## src/rtl/iors_pkg.sv

```systemverilog
`default_nettype none

package iors_pkg;

    localparam int TABLE_DEPTH_DEF = 32;
    localparam int SECTOR_BITS_DEF = 48;
    localparam int LENGTH_BITS_DEF = 16;

    localparam int HANDLE_W = 5;
    localparam int CNT_W    = 5;
    localparam logic [CNT_W-1:0] CNT_MAX = 5'd31;
    localparam int RSP_W    = 16;

    typedef enum logic {
        FUNC_INSERT = 1'b0,
        FUNC_DELETE = 1'b1
    } t_func;

    typedef enum logic [1:0] {
        KIND_INSERT  = 2'd0,
        KIND_DELETE  = 2'd1,
        KIND_RELEASE = 2'd2
    } t_kind;

    typedef enum logic [1:0] {
        ST_OK   = 2'd0,
        ST_FULL = 2'd1,
        ST_BAD  = 2'd2
    } t_status;

    typedef enum logic [2:0] {
        S_IDLE,
        S_DRD,
        S_DCHK,
        S_SCAN,
        S_IWR,
        S_ANS,
        S_REL
    } t_state;

endpackage

`default_nettype wire

```

## src/rtl/iors_ifs.sv

```systemverilog
`default_nettype none

interface iors_req_if #(
    parameter int SECTOR_BITS = iors_pkg::SECTOR_BITS_DEF,
    parameter int LENGTH_BITS = iors_pkg::LENGTH_BITS_DEF
);
    logic                          valid;
    logic                          ready;
    logic                          func;
    logic [SECTOR_BITS-1:0]        start_sector;
    logic [LENGTH_BITS-1:0]        sector_count;
    logic [iors_pkg::HANDLE_W-1:0] handle;

    modport source (output valid, func, start_sector, sector_count, handle, input ready);
    modport sink   (input valid, func, start_sector, sector_count, handle, output ready);
endinterface

interface iors_rsp_if;
    logic                       valid;
    logic                       ready;
    iors_pkg::t_kind            kind;
    iors_pkg::t_status          status;
    logic [iors_pkg::HANDLE_W-1:0] slot;
    logic [iors_pkg::CNT_W-1:0] overlap_count;
    logic                       delayed;
    logic                       last;

    modport source (output valid, kind, status, slot, overlap_count, delayed, last,
                    input ready);
    modport sink   (input valid, kind, status, slot, overlap_count, delayed, last,
                    output ready);
endinterface

`default_nettype wire

```

## src/rtl/iors_entry_ram.sv

```systemverilog
`default_nettype none

module iors_entry_ram #(
    parameter int DEPTH = iors_pkg::TABLE_DEPTH_DEF,
    parameter int WIDTH = 8,
    parameter int AW    = $clog2(DEPTH)
) (
    input  wire logic             i_clk,
    input  wire logic             i_we,
    input  wire logic [AW-1:0]    i_waddr,
    input  wire logic [WIDTH-1:0] i_wdata,
    input  wire logic [AW-1:0]    i_raddr,
    output logic      [WIDTH-1:0] o_rdata
);

    logic [WIDTH-1:0] r_mem [DEPTH];

    always_ff @(posedge i_clk) begin
        if (i_we) begin
            r_mem[i_waddr] <= i_wdata;
        end
    end

    always_ff @(posedge i_clk) begin
        o_rdata <= r_mem[i_raddr];
    end

endmodule

`default_nettype wire

```

## src/rtl/iors_overlap_cmp.sv

```systemverilog
`default_nettype none

module iors_overlap_cmp #(
    parameter int SB = iors_pkg::SECTOR_BITS_DEF,
    parameter int EW = SB + 1
) (
    input  wire logic [SB-1:0] i_a_start,
    input  wire logic [EW-1:0] i_a_end,
    input  wire logic [SB-1:0] i_b_start,
    input  wire logic [EW-1:0] i_b_end,
    output logic               o_meet
);

    logic [EW-1:0] a_start_x;
    logic [EW-1:0] b_start_x;

    assign a_start_x = EW'(i_a_start);
    assign b_start_x = EW'(i_b_start);

    // An empty range ends where it starts and overlaps nothing.
    assign o_meet = (i_a_end != a_start_x) && (i_b_end != b_start_x)
                    && (a_start_x < i_b_end) && (b_start_x < i_a_end);

endmodule

`default_nettype wire

```

## src/rtl/io_range_overlap_scoreboard.sv

```systemverilog
// Insert: the table is scanned, the range is stored if a slot is free, then it is answered.
// Delete: entry checked; if it may go, table scanned; answer, then releases in slot order.
// The table is walked one slot per cycle through the single read port of the entry RAM.
// One transaction is in progress at a time; the input is not ready until it has finished.
// Reset (synchronous, active low) empties the table at once and drops any pending result.
`default_nettype none

module io_range_overlap_scoreboard #(
    parameter int TABLE_DEPTH = iors_pkg::TABLE_DEPTH_DEF,
    parameter int SECTOR_BITS = iors_pkg::SECTOR_BITS_DEF,
    parameter int LENGTH_BITS = iors_pkg::LENGTH_BITS_DEF
) (
    input  wire logic   i_clk,
    input  wire logic   i_rst_n,
    iors_req_if.sink    i_req,
    iors_rsp_if.source  o_rsp
);

    localparam int IW  = $clog2(TABLE_DEPTH);
    localparam int CW  = $clog2(TABLE_DEPTH + 1);
    localparam int HW  = iors_pkg::HANDLE_W;
    localparam int NW  = iors_pkg::CNT_W;
    localparam int EW  = ((SECTOR_BITS > LENGTH_BITS) ? SECTOR_BITS : LENGTH_BITS) + 1;
    localparam int RW  = SECTOR_BITS + EW + NW;
    localparam logic [IW-1:0] LAST_IDX = IW'(TABLE_DEPTH - 1);

    iors_pkg::t_state r_state, n_state;

    iors_pkg::t_func        r_func, n_func;
    logic [SECTOR_BITS-1:0] r_pos, n_pos;
    logic [EW-1:0]          r_end, n_end;
    logic [HW-1:0]          r_hraw, n_hraw;
    logic                   r_hok, n_hok;
    logic [CW-1:0]          r_idx, n_idx;
    logic [IW-1:0]          r_pidx, n_pidx;
    logic                   r_pv, n_pv;
    logic                   r_found, n_found;
    logic [IW-1:0]          r_free, n_free;
    logic [NW-1:0]          r_cnt, n_cnt;
    logic [NW-1:0]          r_emit, n_emit;
    logic                   r_bad, n_bad;
    logic [TABLE_DEPTH-1:0] r_mask, n_mask;
    logic [TABLE_DEPTH-1:0] r_valid, n_valid;

    logic                   r_out_valid, n_out_valid;
    iors_pkg::t_kind        r_out_kind, n_out_kind;
    iors_pkg::t_status      r_out_status, n_out_status;
    logic [HW-1:0]          r_out_slot, n_out_slot;
    logic [NW-1:0]          r_out_cnt, n_out_cnt;
    logic                   r_out_delayed, n_out_delayed;
    logic                   r_out_last, n_out_last;

    logic                   ram_we;
    logic [IW-1:0]          ram_waddr;
    logic [RW-1:0]          ram_wdata;
    logic [IW-1:0]          ram_raddr;
    logic [RW-1:0]          ram_rdata;

    logic [SECTOR_BITS-1:0] rd_start;
    logic [EW-1:0]          rd_end;
    logic [NW-1:0]          rd_cnt;
    logic [NW-1:0]          rd_cnt_dec;
    logic                   meet;
    logic                   in_acc;
    logic                   out_free;
    logic                   scan_done;
    logic                   entry_valid;
    logic [IW-1:0]          h_idx;
    logic [IW+HW-1:0]       h_wide;
    logic [HW-1:0]          free_slot;
    logic [IW+HW-1:0]       free_wide;
    logic [HW-1:0]          rel_slot;
    logic [CW+HW-1:0]       rel_wide;

    assign {rd_start, rd_end, rd_cnt} = ram_rdata;
    assign rd_cnt_dec = rd_cnt - NW'(1);

    assign h_wide    = (IW+HW)'(r_hraw);
    assign h_idx     = h_wide[IW-1:0];
    assign free_wide = (IW+HW)'(r_free);
    assign free_slot = free_wide[HW-1:0];
    assign rel_wide  = (CW+HW)'(r_idx);
    assign rel_slot  = rel_wide[HW-1:0];

    assign in_acc      = i_req.valid && i_req.ready;
    assign out_free    = !r_out_valid || o_rsp.ready;
    assign scan_done   = r_pv && (r_pidx == LAST_IDX);
    assign entry_valid = r_valid[r_pidx];

    iors_entry_ram #(
        .DEPTH (TABLE_DEPTH),
        .WIDTH (RW),
        .AW    (IW)
    ) u_ram (
        .i_clk   (i_clk),
        .i_we    (ram_we),
        .i_waddr (ram_waddr),
        .i_wdata (ram_wdata),
        .i_raddr (ram_raddr),
        .o_rdata (ram_rdata)
    );

    iors_overlap_cmp #(
        .SB (SECTOR_BITS),
        .EW (EW)
    ) u_cmp (
        .i_a_start (r_pos),
        .i_a_end   (r_end),
        .i_b_start (rd_start),
        .i_b_end   (rd_end),
        .o_meet    (meet)
    );

    always_comb begin
        n_state = r_state;
        unique case (r_state)
            iors_pkg::S_IDLE: begin
                if (in_acc) begin
                    n_state = (i_req.func == iors_pkg::FUNC_DELETE) ? iors_pkg::S_DRD
                                                                    : iors_pkg::S_SCAN;
                end
            end
            iors_pkg::S_DRD: begin
                n_state = iors_pkg::S_DCHK;
            end
            iors_pkg::S_DCHK: begin
                if (!r_hok || !r_valid[h_idx] || (rd_cnt != '0)) begin
                    n_state = iors_pkg::S_ANS;
                end else begin
                    n_state = iors_pkg::S_SCAN;
                end
            end
            iors_pkg::S_SCAN: begin
                if (scan_done) begin
                    n_state = (r_func == iors_pkg::FUNC_INSERT) ? iors_pkg::S_IWR
                                                                : iors_pkg::S_ANS;
                end
            end
            iors_pkg::S_IWR: begin
                n_state = iors_pkg::S_ANS;
            end
            iors_pkg::S_ANS: begin
                if (out_free) begin
                    if ((r_func == iors_pkg::FUNC_DELETE) && !r_bad && (r_cnt != '0)) begin
                        n_state = iors_pkg::S_REL;
                    end else begin
                        n_state = iors_pkg::S_IDLE;
                    end
                end
            end
            iors_pkg::S_REL: begin
                if (r_mask[0] && out_free && (r_emit + NW'(1) == r_cnt)) begin
                    n_state = iors_pkg::S_IDLE;
                end
            end
            default: begin
                n_state = iors_pkg::S_IDLE;
            end
        endcase
    end

    always_comb begin
        i_req.ready   = 1'b0;
        ram_we        = 1'b0;
        ram_waddr     = r_pidx;
        ram_wdata     = {rd_start, rd_end, rd_cnt_dec};
        ram_raddr     = r_idx[IW-1:0];

        n_func        = r_func;
        n_pos         = r_pos;
        n_end         = r_end;
        n_hraw        = r_hraw;
        n_hok         = r_hok;
        n_idx         = r_idx;
        n_pidx        = r_pidx;
        n_pv          = r_pv;
        n_found       = r_found;
        n_free        = r_free;
        n_cnt         = r_cnt;
        n_emit        = r_emit;
        n_bad         = r_bad;
        n_mask        = r_mask;
        n_valid       = r_valid;

        n_out_valid   = r_out_valid && !o_rsp.ready;
        n_out_kind    = r_out_kind;
        n_out_status  = r_out_status;
        n_out_slot    = r_out_slot;
        n_out_cnt     = r_out_cnt;
        n_out_delayed = r_out_delayed;
        n_out_last    = r_out_last;

        unique case (r_state)
            iors_pkg::S_IDLE: begin
                i_req.ready = 1'b1;
                if (in_acc) begin
                    n_func  = iors_pkg::t_func'(i_req.func);
                    n_pos   = i_req.start_sector;
                    n_end   = EW'(i_req.start_sector) + EW'(i_req.sector_count);
                    n_hraw  = i_req.handle;
                    n_hok   = (32'(i_req.handle) < TABLE_DEPTH);
                    n_idx   = '0;
                    n_pv    = 1'b0;
                    n_found = 1'b0;
                    n_cnt   = '0;
                    n_bad   = 1'b0;
                end
            end
            iors_pkg::S_DRD: begin
                ram_raddr = h_idx;
            end
            iors_pkg::S_DCHK: begin
                if (!r_hok || !r_valid[h_idx] || (rd_cnt != '0)) begin
                    n_bad = 1'b1;
                end else begin
                    n_pos          = rd_start;
                    n_end          = rd_end;
                    n_valid[h_idx] = 1'b0;
                end
            end
            iors_pkg::S_SCAN: begin
                ram_raddr = r_idx[IW-1:0];
                n_pv      = (32'(r_idx) < TABLE_DEPTH);
                n_pidx    = r_idx[IW-1:0];
                if (32'(r_idx) < TABLE_DEPTH) begin
                    n_idx = r_idx + CW'(1);
                end
                if (r_pv) begin
                    if (r_func == iors_pkg::FUNC_INSERT) begin
                        n_mask = {1'b0, r_mask[TABLE_DEPTH-1:1]};
                        if (entry_valid && meet && (r_cnt != iors_pkg::CNT_MAX)) begin
                            n_cnt = r_cnt + NW'(1);
                        end
                        if (!entry_valid && !r_found) begin
                            n_found = 1'b1;
                            n_free  = r_pidx;
                        end
                    end else begin
                        n_mask = {1'b0, r_mask[TABLE_DEPTH-1:1]};
                        if (entry_valid && meet && (rd_cnt != '0)) begin
                            ram_we = 1'b1;
                            if ((rd_cnt_dec == '0) && (r_cnt != iors_pkg::CNT_MAX)) begin
                                n_mask = {1'b1, r_mask[TABLE_DEPTH-1:1]};
                                n_cnt  = r_cnt + NW'(1);
                            end
                        end
                    end
                end
            end
            iors_pkg::S_IWR: begin
                if (r_found) begin
                    ram_we          = 1'b1;
                    ram_waddr       = r_free;
                    ram_wdata       = {r_pos, r_end, r_cnt};
                    n_valid[r_free] = 1'b1;
                end
            end
            iors_pkg::S_ANS: begin
                if (out_free) begin
                    n_out_valid = 1'b1;
                    n_idx       = '0;
                    n_emit      = '0;
                    if (r_func == iors_pkg::FUNC_INSERT) begin
                        n_out_kind    = iors_pkg::KIND_INSERT;
                        n_out_status  = r_found ? iors_pkg::ST_OK : iors_pkg::ST_FULL;
                        n_out_slot    = r_found ? free_slot : '0;
                        n_out_cnt     = r_found ? r_cnt : '0;
                        n_out_delayed = r_found && (r_cnt != '0);
                        n_out_last    = 1'b1;
                    end else begin
                        n_out_kind    = iors_pkg::KIND_DELETE;
                        n_out_status  = r_bad ? iors_pkg::ST_BAD : iors_pkg::ST_OK;
                        n_out_slot    = r_hraw;
                        n_out_cnt     = r_bad ? '0 : r_cnt;
                        n_out_delayed = 1'b0;
                        n_out_last    = r_bad || (r_cnt == '0);
                    end
                end
            end
            iors_pkg::S_REL: begin
                if (!r_mask[0] || out_free) begin
                    n_mask = {1'b0, r_mask[TABLE_DEPTH-1:1]};
                    n_idx  = r_idx + CW'(1);
                end
                if (r_mask[0] && out_free) begin
                    n_emit        = r_emit + NW'(1);
                    n_out_valid   = 1'b1;
                    n_out_kind    = iors_pkg::KIND_RELEASE;
                    n_out_status  = iors_pkg::ST_OK;
                    n_out_slot    = rel_slot;
                    n_out_cnt     = '0;
                    n_out_delayed = 1'b0;
                    n_out_last    = (r_emit + NW'(1) == r_cnt);
                end
            end
            default: begin
            end
        endcase
    end

    always_ff @(posedge i_clk) begin
        if (!i_rst_n) begin
            r_state     <= iors_pkg::S_IDLE;
            r_valid     <= '0;
            r_out_valid <= 1'b0;
        end else begin
            r_state     <= n_state;
            r_valid     <= n_valid;
            r_out_valid <= n_out_valid;
        end
    end

    always_ff @(posedge i_clk) begin
        r_func        <= n_func;
        r_pos         <= n_pos;
        r_end         <= n_end;
        r_hraw        <= n_hraw;
        r_hok         <= n_hok;
        r_idx         <= n_idx;
        r_pidx        <= n_pidx;
        r_pv          <= n_pv;
        r_found       <= n_found;
        r_free        <= n_free;
        r_cnt         <= n_cnt;
        r_emit        <= n_emit;
        r_bad         <= n_bad;
        r_mask        <= n_mask;
        r_out_kind    <= n_out_kind;
        r_out_status  <= n_out_status;
        r_out_slot    <= n_out_slot;
        r_out_cnt     <= n_out_cnt;
        r_out_delayed <= n_out_delayed;
        r_out_last    <= n_out_last;
    end

    assign o_rsp.valid         = r_out_valid;
    assign o_rsp.kind          = r_out_kind;
    assign o_rsp.status        = r_out_status;
    assign o_rsp.slot          = r_out_slot;
    assign o_rsp.overlap_count = r_out_cnt;
    assign o_rsp.delayed       = r_out_delayed;
    assign o_rsp.last          = r_out_last;

endmodule

`default_nettype wire

```

## src/flat_wrapper.sv

```systemverilog
// flat-port wrapper written by rule: the top's interface ports become plain ports
module io_range_overlap_scoreboard_flat 
#(
    parameter int TABLE_DEPTH = iors_pkg::TABLE_DEPTH_DEF,
    parameter int SECTOR_BITS = iors_pkg::SECTOR_BITS_DEF,
    parameter int LENGTH_BITS = iors_pkg::LENGTH_BITS_DEF
)
  (i_clk, i_rst_n, i_req_valid, i_req_func, i_req_start_sector, i_req_sector_count, i_req_handle, i_req_ready, o_rsp_valid, o_rsp_kind, o_rsp_status, o_rsp_slot, o_rsp_overlap_count, o_rsp_delayed, o_rsp_last, o_rsp_ready);
  iors_req_if #(.SECTOR_BITS(SECTOR_BITS), .LENGTH_BITS(LENGTH_BITS)) i_req_i ();
  iors_rsp_if o_rsp_i ();
  input  wire logic i_clk;
  input  wire logic i_rst_n;
  input wire logic [$bits(i_req_i.valid)-1:0] i_req_valid;
  input wire logic [$bits(i_req_i.func)-1:0] i_req_func;
  input wire logic [$bits(i_req_i.start_sector)-1:0] i_req_start_sector;
  input wire logic [$bits(i_req_i.sector_count)-1:0] i_req_sector_count;
  input wire logic [$bits(i_req_i.handle)-1:0] i_req_handle;
  output wire logic [$bits(i_req_i.ready)-1:0] i_req_ready;
  output wire logic [$bits(o_rsp_i.valid)-1:0] o_rsp_valid;
  output wire logic [$bits(o_rsp_i.kind)-1:0] o_rsp_kind;
  output wire logic [$bits(o_rsp_i.status)-1:0] o_rsp_status;
  output wire logic [$bits(o_rsp_i.slot)-1:0] o_rsp_slot;
  output wire logic [$bits(o_rsp_i.overlap_count)-1:0] o_rsp_overlap_count;
  output wire logic [$bits(o_rsp_i.delayed)-1:0] o_rsp_delayed;
  output wire logic [$bits(o_rsp_i.last)-1:0] o_rsp_last;
  input wire logic [$bits(o_rsp_i.ready)-1:0] o_rsp_ready;
  assign i_req_i.valid = i_req_valid;
  assign i_req_i.func = i_req_func;
  assign i_req_i.start_sector = i_req_start_sector;
  assign i_req_i.sector_count = i_req_sector_count;
  assign i_req_i.handle = i_req_handle;
  assign i_req_ready = i_req_i.ready;
  assign o_rsp_valid = o_rsp_i.valid;
  assign o_rsp_kind = o_rsp_i.kind;
  assign o_rsp_status = o_rsp_i.status;
  assign o_rsp_slot = o_rsp_i.slot;
  assign o_rsp_overlap_count = o_rsp_i.overlap_count;
  assign o_rsp_delayed = o_rsp_i.delayed;
  assign o_rsp_last = o_rsp_i.last;
  assign o_rsp_i.ready = o_rsp_ready;
  io_range_overlap_scoreboard #(.TABLE_DEPTH(TABLE_DEPTH), .SECTOR_BITS(SECTOR_BITS), .LENGTH_BITS(LENGTH_BITS)) u_core (.i_clk(i_clk), .i_rst_n(i_rst_n), .i_req(i_req_i), .o_rsp(o_rsp_i));
endmodule
```

## config.mk

```make
export PLATFORM = sky130hd
export DESIGN_NAME = io_range_overlap_scoreboard_flat
export DESIGN_NICKNAME = d
export VERILOG_FILES = /design/src/rtl/iors_pkg.sv /design/src/rtl/iors_ifs.sv /design/src/rtl/iors_entry_ram.sv /design/src/rtl/iors_overlap_cmp.sv /design/src/rtl/io_range_overlap_scoreboard.sv /design/src/flat_wrapper.sv
export SDC_FILE = /design/constraint.sdc
export NUM_CORES = 2
export LEC_CHECK = 0
export BUFFER_PORTS_ARGS = -buffer_cell sky130_fd_sc_hd__buf_2
export CORE_ASPECT_RATIO = 0.7
export CORE_UTILIZATION = 53
export DETAILED_ROUTE_END_ITERATION = 10
export PLACE_DENSITY = 0.69
export SETUP_SLACK_MARGIN = 0.15
export SLEW_MARGIN = 20
export SYNTH_ARGS = -nofsm -noshare
export SYNTH_HDL_FRONTEND = slang
export SYNTH_HIERARCHICAL = 1
export SYNTH_SLANG_ARGS = --single-unit
```

## constraint.sdc

```tcl
create_clock -name i_clk -period 9.15 [get_ports i_clk]
set_input_delay 0.4575 -clock i_clk [delete_from_list [all_inputs] [get_ports i_clk]]
set_output_delay 0.4575 -clock i_clk [all_outputs]
set_load 0.005 [all_outputs]
```

[Yosys cells after proc, flatten, opt, wreduce, memory -nomap -nowiden]
Memories as Yosys holds them, arrays and structs flattened. A register that Yosys moved wholly into a read port is not among the register bits.
Index checks and enable logic that the tools add are counted.
Cells by class
  add/subtract/negate cells: 5
  multipliers: 0
  divide/modulo/power cells: 0
  $lt $le $gt $ge: 8
  equality and inequality tests: 27
  shifts and indexed selects: 0
  muxes and demuxes: 100
  bitwise gates (word level): 4
  reductions and logical operators: 52
Operators with widths (count)
  two-way mux 32 bit: 7
  two-way mux 102 bit: 2
  one-hot mux 32 bit (2 select lines): 2
  two-way mux 5 bit: 20
  < comparator 48 x 49 -> 1 bit: 2
  two-way mux 49 bit: 2
  inequality test 49 x 48 -> 1 bit: 2
  one-hot mux 49 bit (2 select lines): 1
  two-way mux 48 bit: 2
  one-hot mux 48 bit (2 select lines): 1
  adder 48 x 16 -> 49 bit: 1
  one-hot mux 5 bit (2 select lines): 4
  AND 32 bit: 1
  inverter 32 bit: 1
  OR 32 bit: 1
  two-way mux 1 bit: 27
  two-way mux 6 bit: 4
  one-hot mux 6 bit (4 select lines): 1
  inequality test 2 x 1 -> 1 bit (second input constant): 11
  one-hot mux 3 bit (7 select lines): 1
  logical AND 1 bit: 18
  < comparator 5 x 6 -> 1 bit (second input constant): 3
  two-way mux 3 bit: 6
  AND reduction 3 bit: 5
  31 further kinds: 71
Storage, ports and cells
  register bits: 216
  bits in latches: 0
  RAM bits: 3264
  memory bits (read-only): 0
  input port bits: 74
  output and inout bits: 18
  logic and storage cells: 219
  memories kept: 1
Memory list
  u_core.u_ram.r_mem: words 32, bits a word 102, rd ports 1, clocked after memory_dff 1, write ports 1, line iors_entry_ram.sv:16  | logic [WIDTH-1:0] r_mem [DEPTH];

[Depth between registers and ports, before layout]
  depth after elaboration: 12
  mapped depth: 14
  gate-level depth less buffers: 12

[Cells and area by module]
Netlist, hierarchy kept.
Modules (own cells, without submodules)
  iors_entry_ram: times used 1, cells an instance 5927, area an instance 125999.6 um^2, seq. area each 100056.0 um^2
  io_range_overlap_scoreboard: times used 1, cells an instance 1397, area an instance 12199.2 um^2, seq. area each 6125.9 um^2
  iors_overlap_cmp: times used 1, cells an instance 470, area an instance 3493.4 um^2, seq. area each 0.0 um^2

[Worst setup path after synthesis]
Ideal clock, no wire load.
  path kind: reg2reg
  from: register u_core.r_pos[24]
  to: memory u_core/u_ram/r_mem[28][0] (netlist name), enable pin
  setup time: 0.564 ns
  arrival: 7.229 ns
  data required time: 8.586 ns
  path slack: 1.357 ns
  cell stages (with the launch flop): 13
  buffers on the path: 1
  clock period less this slack: 7.793 ns
  cells stage by stage: edfxtp_1 ha_1 a21oi_2 o21ai_1 a221oi_2 o2111ai_1 or4_1 nor2_1 nand3b_1 o21ai_0 or3b_2 clkbuf_1 nor2_1
On the way
  word-level cells in the longest chain between the ends: 12
  elaborated cells between the ends (all ways): 13
  classes of those cells: 1 x order compare; 1 x eq/ne; 6 x mux; 5 x reduce/logical
RTL lines
  start, declared: line io_range_overlap_scoreboard.sv:30  | logic [SECTOR_BITS-1:0] r_pos, n_pos;
  start signal, assigned: line io_range_overlap_scoreboard.sv:315  | r_pos <= n_pos;
  branches (longest 2 deep; another with < comparator 48 x 49 -> 1 bit)
  logical AND 1 bit (*) (2 in a row): line iors_overlap_cmp.sv:22  | && (a_start_x < i_b_end) && (b_start_x < i_a_end);
  net u_core.meet: line io_range_overlap_scoreboard.sv:63  | logic meet;
  logical AND 1 bit (*) (2 in a row): line io_range_overlap_scoreboard.sv:240  | if (entry_valid && meet && (rd_cnt != '0)) begin
  two-way mux 1 bit (*): line io_range_overlap_scoreboard.sv:240
  two-way mux 1 bit (*): line io_range_overlap_scoreboard.sv:229  | if (r_func == iors_pkg::FUNC_INSERT) begin
  two-way mux 1 bit (*): line io_range_overlap_scoreboard.sv:228  | if (r_pv) begin
  one-hot mux 1 bit (2 select lines) (*): line io_range_overlap_scoreboard.sv:193  | unique case (r_state)
  net u_core.ram_we: line io_range_overlap_scoreboard.sv:53  | logic ram_we;
  two-way mux 1 bit (*): line iors_entry_ram.sv:19  | if (i_we) begin
  two-way mux 1 bit (not written as such) (*): line iors_entry_ram.sv:20  | r_mem[i_waddr] <= i_wdata;
  end, declared: line iors_entry_ram.sv:16
Mark *: on every way through the listed nets, which the timed path passes.

[Worst setup path in the final report]
  from: register u_core.r_pos[46]
  to: memory u_core/u_ram/r_mem[29][91] (netlist name), enable pin
Same word-level chain as after synthesis.

==> results_dict.tcl <==
set metrics [dict create \
    path_cells "ha_1 > a211oi_1 > o32ai_1 > a31oi_1 > o2111ai_1 > or4_1 > nor2_1 > nand3b_1 > o21ai_0 > nand3b_1 > nor2_4 > buf_12" \
    worst_path_max_delay_cell "nor2_4" \
    p_comb_share_pct 35.9 \
    die_y_um 435 \
    critPathMostFrequentCell "nand3b_1" \
    place.gp.congestion 0.976 \
    drv_slew 0 \
    post-route-drc-count 0 \
    maxCapViolations 0 \
    die_w_um 620 \
    holdWs_ns 0.0310 \
    synth_edf_count 3444 \
    cts_buffers 325 \
    crit_path_max_incr_delay_ns 0.96 \
    nFillCells 19100 \
    max_slew_margin_pct 23.5 \
    grt_first_pass_wirelength_um 553000 \
    cellPowerDensity_nw_per_um2 352 \
    coreArea_um2 265000 \
    crit_path_end_kind "register" \
    io_buffers 91 \
    synth_cell_types 75 \
    clkSlewWorstSetupHoldPaths_ns 0.07 \
    worst_hold_path_type "in2reg" \
    swShare_pct 36.5 \
    antenna_found_initial 53 \
    syn_avg_cell_area_um2 18.2 \
    grt-ovfl-total 0 \
    clock_skew_ns 0.0492 \
    drive_above_1_share_pct 15.6 \
    status "finished clean" \
    design_area_um2 158000 \
    avgViaCountPerCell 6.63 \
    post-dp-hpwl_um 223000 \
    synth_nets 7986 \
    fmax_mhz 157 \
    utilization_pct 59.4 \
    yosys.area.top_type "edfxtp_1" \
    h-tree-depth 5 \
    wl_per_cell_um 33.3 \
    synth_top_area_share_pct 73.0 \
    async_flop_share_pct 0 \
    cts_tree "built" \
    root_buffer "clkbuf_16" \
    yosys_warnings 6 \
    placed_area_um2 147000 \
    wl_um 393000 \
    syn-cell-area_um2 142000 \
    worstPathRequired_ns 9.64 \
    ys_seq_area_share_pct 74.9 \
    syn_to_final_growth_pct 11.3 \
    crit_type "reg2reg" \
    setup_tns_ns 0 \
    rsz0062_at_grt "no" \
    vdd_ir_drop_max_uv 334 \
    worst-path-buf-inv 1 \
    stdcell_count 11800 \
    cts_sinks 3582 \
    ios 92 \
    p_sw_uw 20300 \
    track_usage_pct 28.9 \
    drtIter0Drc 11500 \
    syn_inst 7794 \
    ys_seq_elements 3582 \
    dieArea_um2 269000 \
    grt_max_degree 127 \
    cts_resized 0 \
    setup_viol 0 \
    dp.cells 11200 \
    cts_hold_buffers 40 \
    cts_buffer_depth 4 \
    clkLatencyLatePin_ns 0.88 \
    finalCritPeriodShare_pct 69.5 \
    p_int_uw 35300 \
    postRouteAntennaNets 0 \
    hold_violations 0 \
    netlist_top_cells_area "edfxtp_1, mux4_2, mux2i_1" \
    min_period_ns 6.36 \
    first_pass_iters 6 \
    first_global_vias 73800 \
    dr_total_vias 78200 \
    row_count 158 \
    worstSetupStartpointType "register" \
    p_seq_share_pct 39.7 \
    clkPwrFrac_pct 24.4 \
    leakage_uw 0.0520 \
    worst-path-max-fanout 82 \
    cp_top_family "simple AND/OR/NAND/NOR gates" \
    post_cts_buffers 0 \
    worstPathArrival_ns 6.85 \
    nNetsFinal 8190 \
    tightest_slew_ns 1.14 \
    start_util_pct 53.4 \
    ys.flop_type "edfxtp_1" \
]
==> final timing paths <==
check	to	cells after the start	start	slack, ns
worst max-delay path	u_core/u_ram/r_mem[29][91]$_DFFE_PP_	12	u_core/r_pos[46]$_DFFE_PP_	2.79
worst min-delay path	u_core/r_pos[9]$_DFFE_PP_	3	i_req_start_sector[9]	0.03
worst max register to register	u_core/u_ram/r_mem[29][91]$_DFFE_PP_	12	u_core/r_pos[46]$_DFFE_PP_	2.79
worst min register to register	u_core/r_mask[13]$_DFFE_PP_	0	u_core/r_mask[14]$_DFFE_PP_	0.42
==> cells in the mapped netlist (all sizes together) (8+ instances only) <==
cell,count
nand3b,12
ha,117
a22oi,544
nor2,161
mux4,432
a211oi,9
o211ai,17
or3,16
a22o,61
nor3,22
xnor2,34
buf,208
a221oi,8
dfxtp,138
and2,26
nand3,233
clkbuf,206
and3,15
edfxtp,3444
a21oi,119
a31oi,69
mux2i,801
nand2,554
nor4,30
nand4,73
nand2b,9
nor2b,27
o21ai,89
o21a,10
inv,109
xor2,112
==> sequential cells by signal (all words and copies together), names as in the netlist, 6 cells and up <==
name                  flops
u_core/r_end             49
u_core/r_idx              6
u_core/r_mask            32
u_core/r_pos             48
u_core/r_valid           32
u_core/u_ram/o_rdata    102
u_core/u_ram/r_mem     3264
==> layout by cell type, fill, tap and decap left out, drive strengths merged, types with 119 or more instances in the layout <==
cell    instances
a21oi         119
a22oi         544
buf           251
clkbuf        404
clkinv        140
dfxtp         138
edfxtp       3444
mux2i         801
mux4          432
nand2         554
nand3         233
nor2          161
==> power by group through the flow <==
| stage | combinational (uW) | sequential (uW) | clock, uW |
|---|---|---|---|
| 2_1_floorplan | 12300 | 22100 | 0 |
| 3_3_place_gp | 19300 | 22400 | 0 |
| 5_1_grt | 20800 | 22200 | 14300 |
| 3_5_place_dp | 19500 | 22500 | 0 |
| 4_1_cts | 19600 | 22100 | 13700 |
| 6_report | 19900 | 22100 | 13600 |
==> logic make-up (layout without fill, tap and decap cells) <==
logic type               Yosys count  count (layout)  synth area share, %
XOR/XNOR                         146             146                0.902
other                              0              12                    0
multiplexers                    1240            1240                 12.6
buffers and inverters            524             990                 1.75
adder cells (fa/ha/maj)          118             118                 1.05
flip-flops                      3582            3582                 74.9
AND/OR/NAND/NOR                 1211            1211                 3.95
AO/OA/AOI/OAI                    973             973                 4.83
==> metal layers <==
metal / vias to the layer above / routed length, um / GRT usage, %
met2: 4990 / 174000 / 42.6
met5: - / 116 / 0
li1: 31700 / - / -
met4: 18 / 11800 / 8.06
met1: 40800 / 162000 / 44.5
met3: 719 / 44900 / 5.21
==> worst reg2reg max path, stage by stage (launching register included) <==
cell	delay, ns
edfxtp_1	0.44
ha_1	0.34
a211oi_1	0.23
o32ai_1	0.16
a31oi_1	0.38
o2111ai_1	0.19
or4_1	0.49
nor2_1	0.65
nand3b_1	0.22
o21ai_0	0.43
nand3b_1	0.67
nor2_4	0.96
buf_12	0.66
==> final cells by class <==
class	count	area (um^2)	share of cell area (%)
diodes	12	30.0	0.0190
clock buffers	404	8790	5.57
clock inverters	185	1650	1.05
inverters	110	415	0.263
multi-input cells	3688	33600	21.3
flip-flops and latches	3582	106000	67.3
well taps	3520	4400	2.79
repair buffers	291	2580	1.63
==> stage by stage <==
stage / power (uW) / worst slack (ns)
after floorplan: 34400 / 1.36
after global placement: 41700 / 3.19
after detailed placement: 42000 / 3.05
after CTS: 55400 / 3.00
after global routing: 57300 / 2.78
final: 55600 / 2.79
No activity file was read; power rests on OpenSTA's default activity.
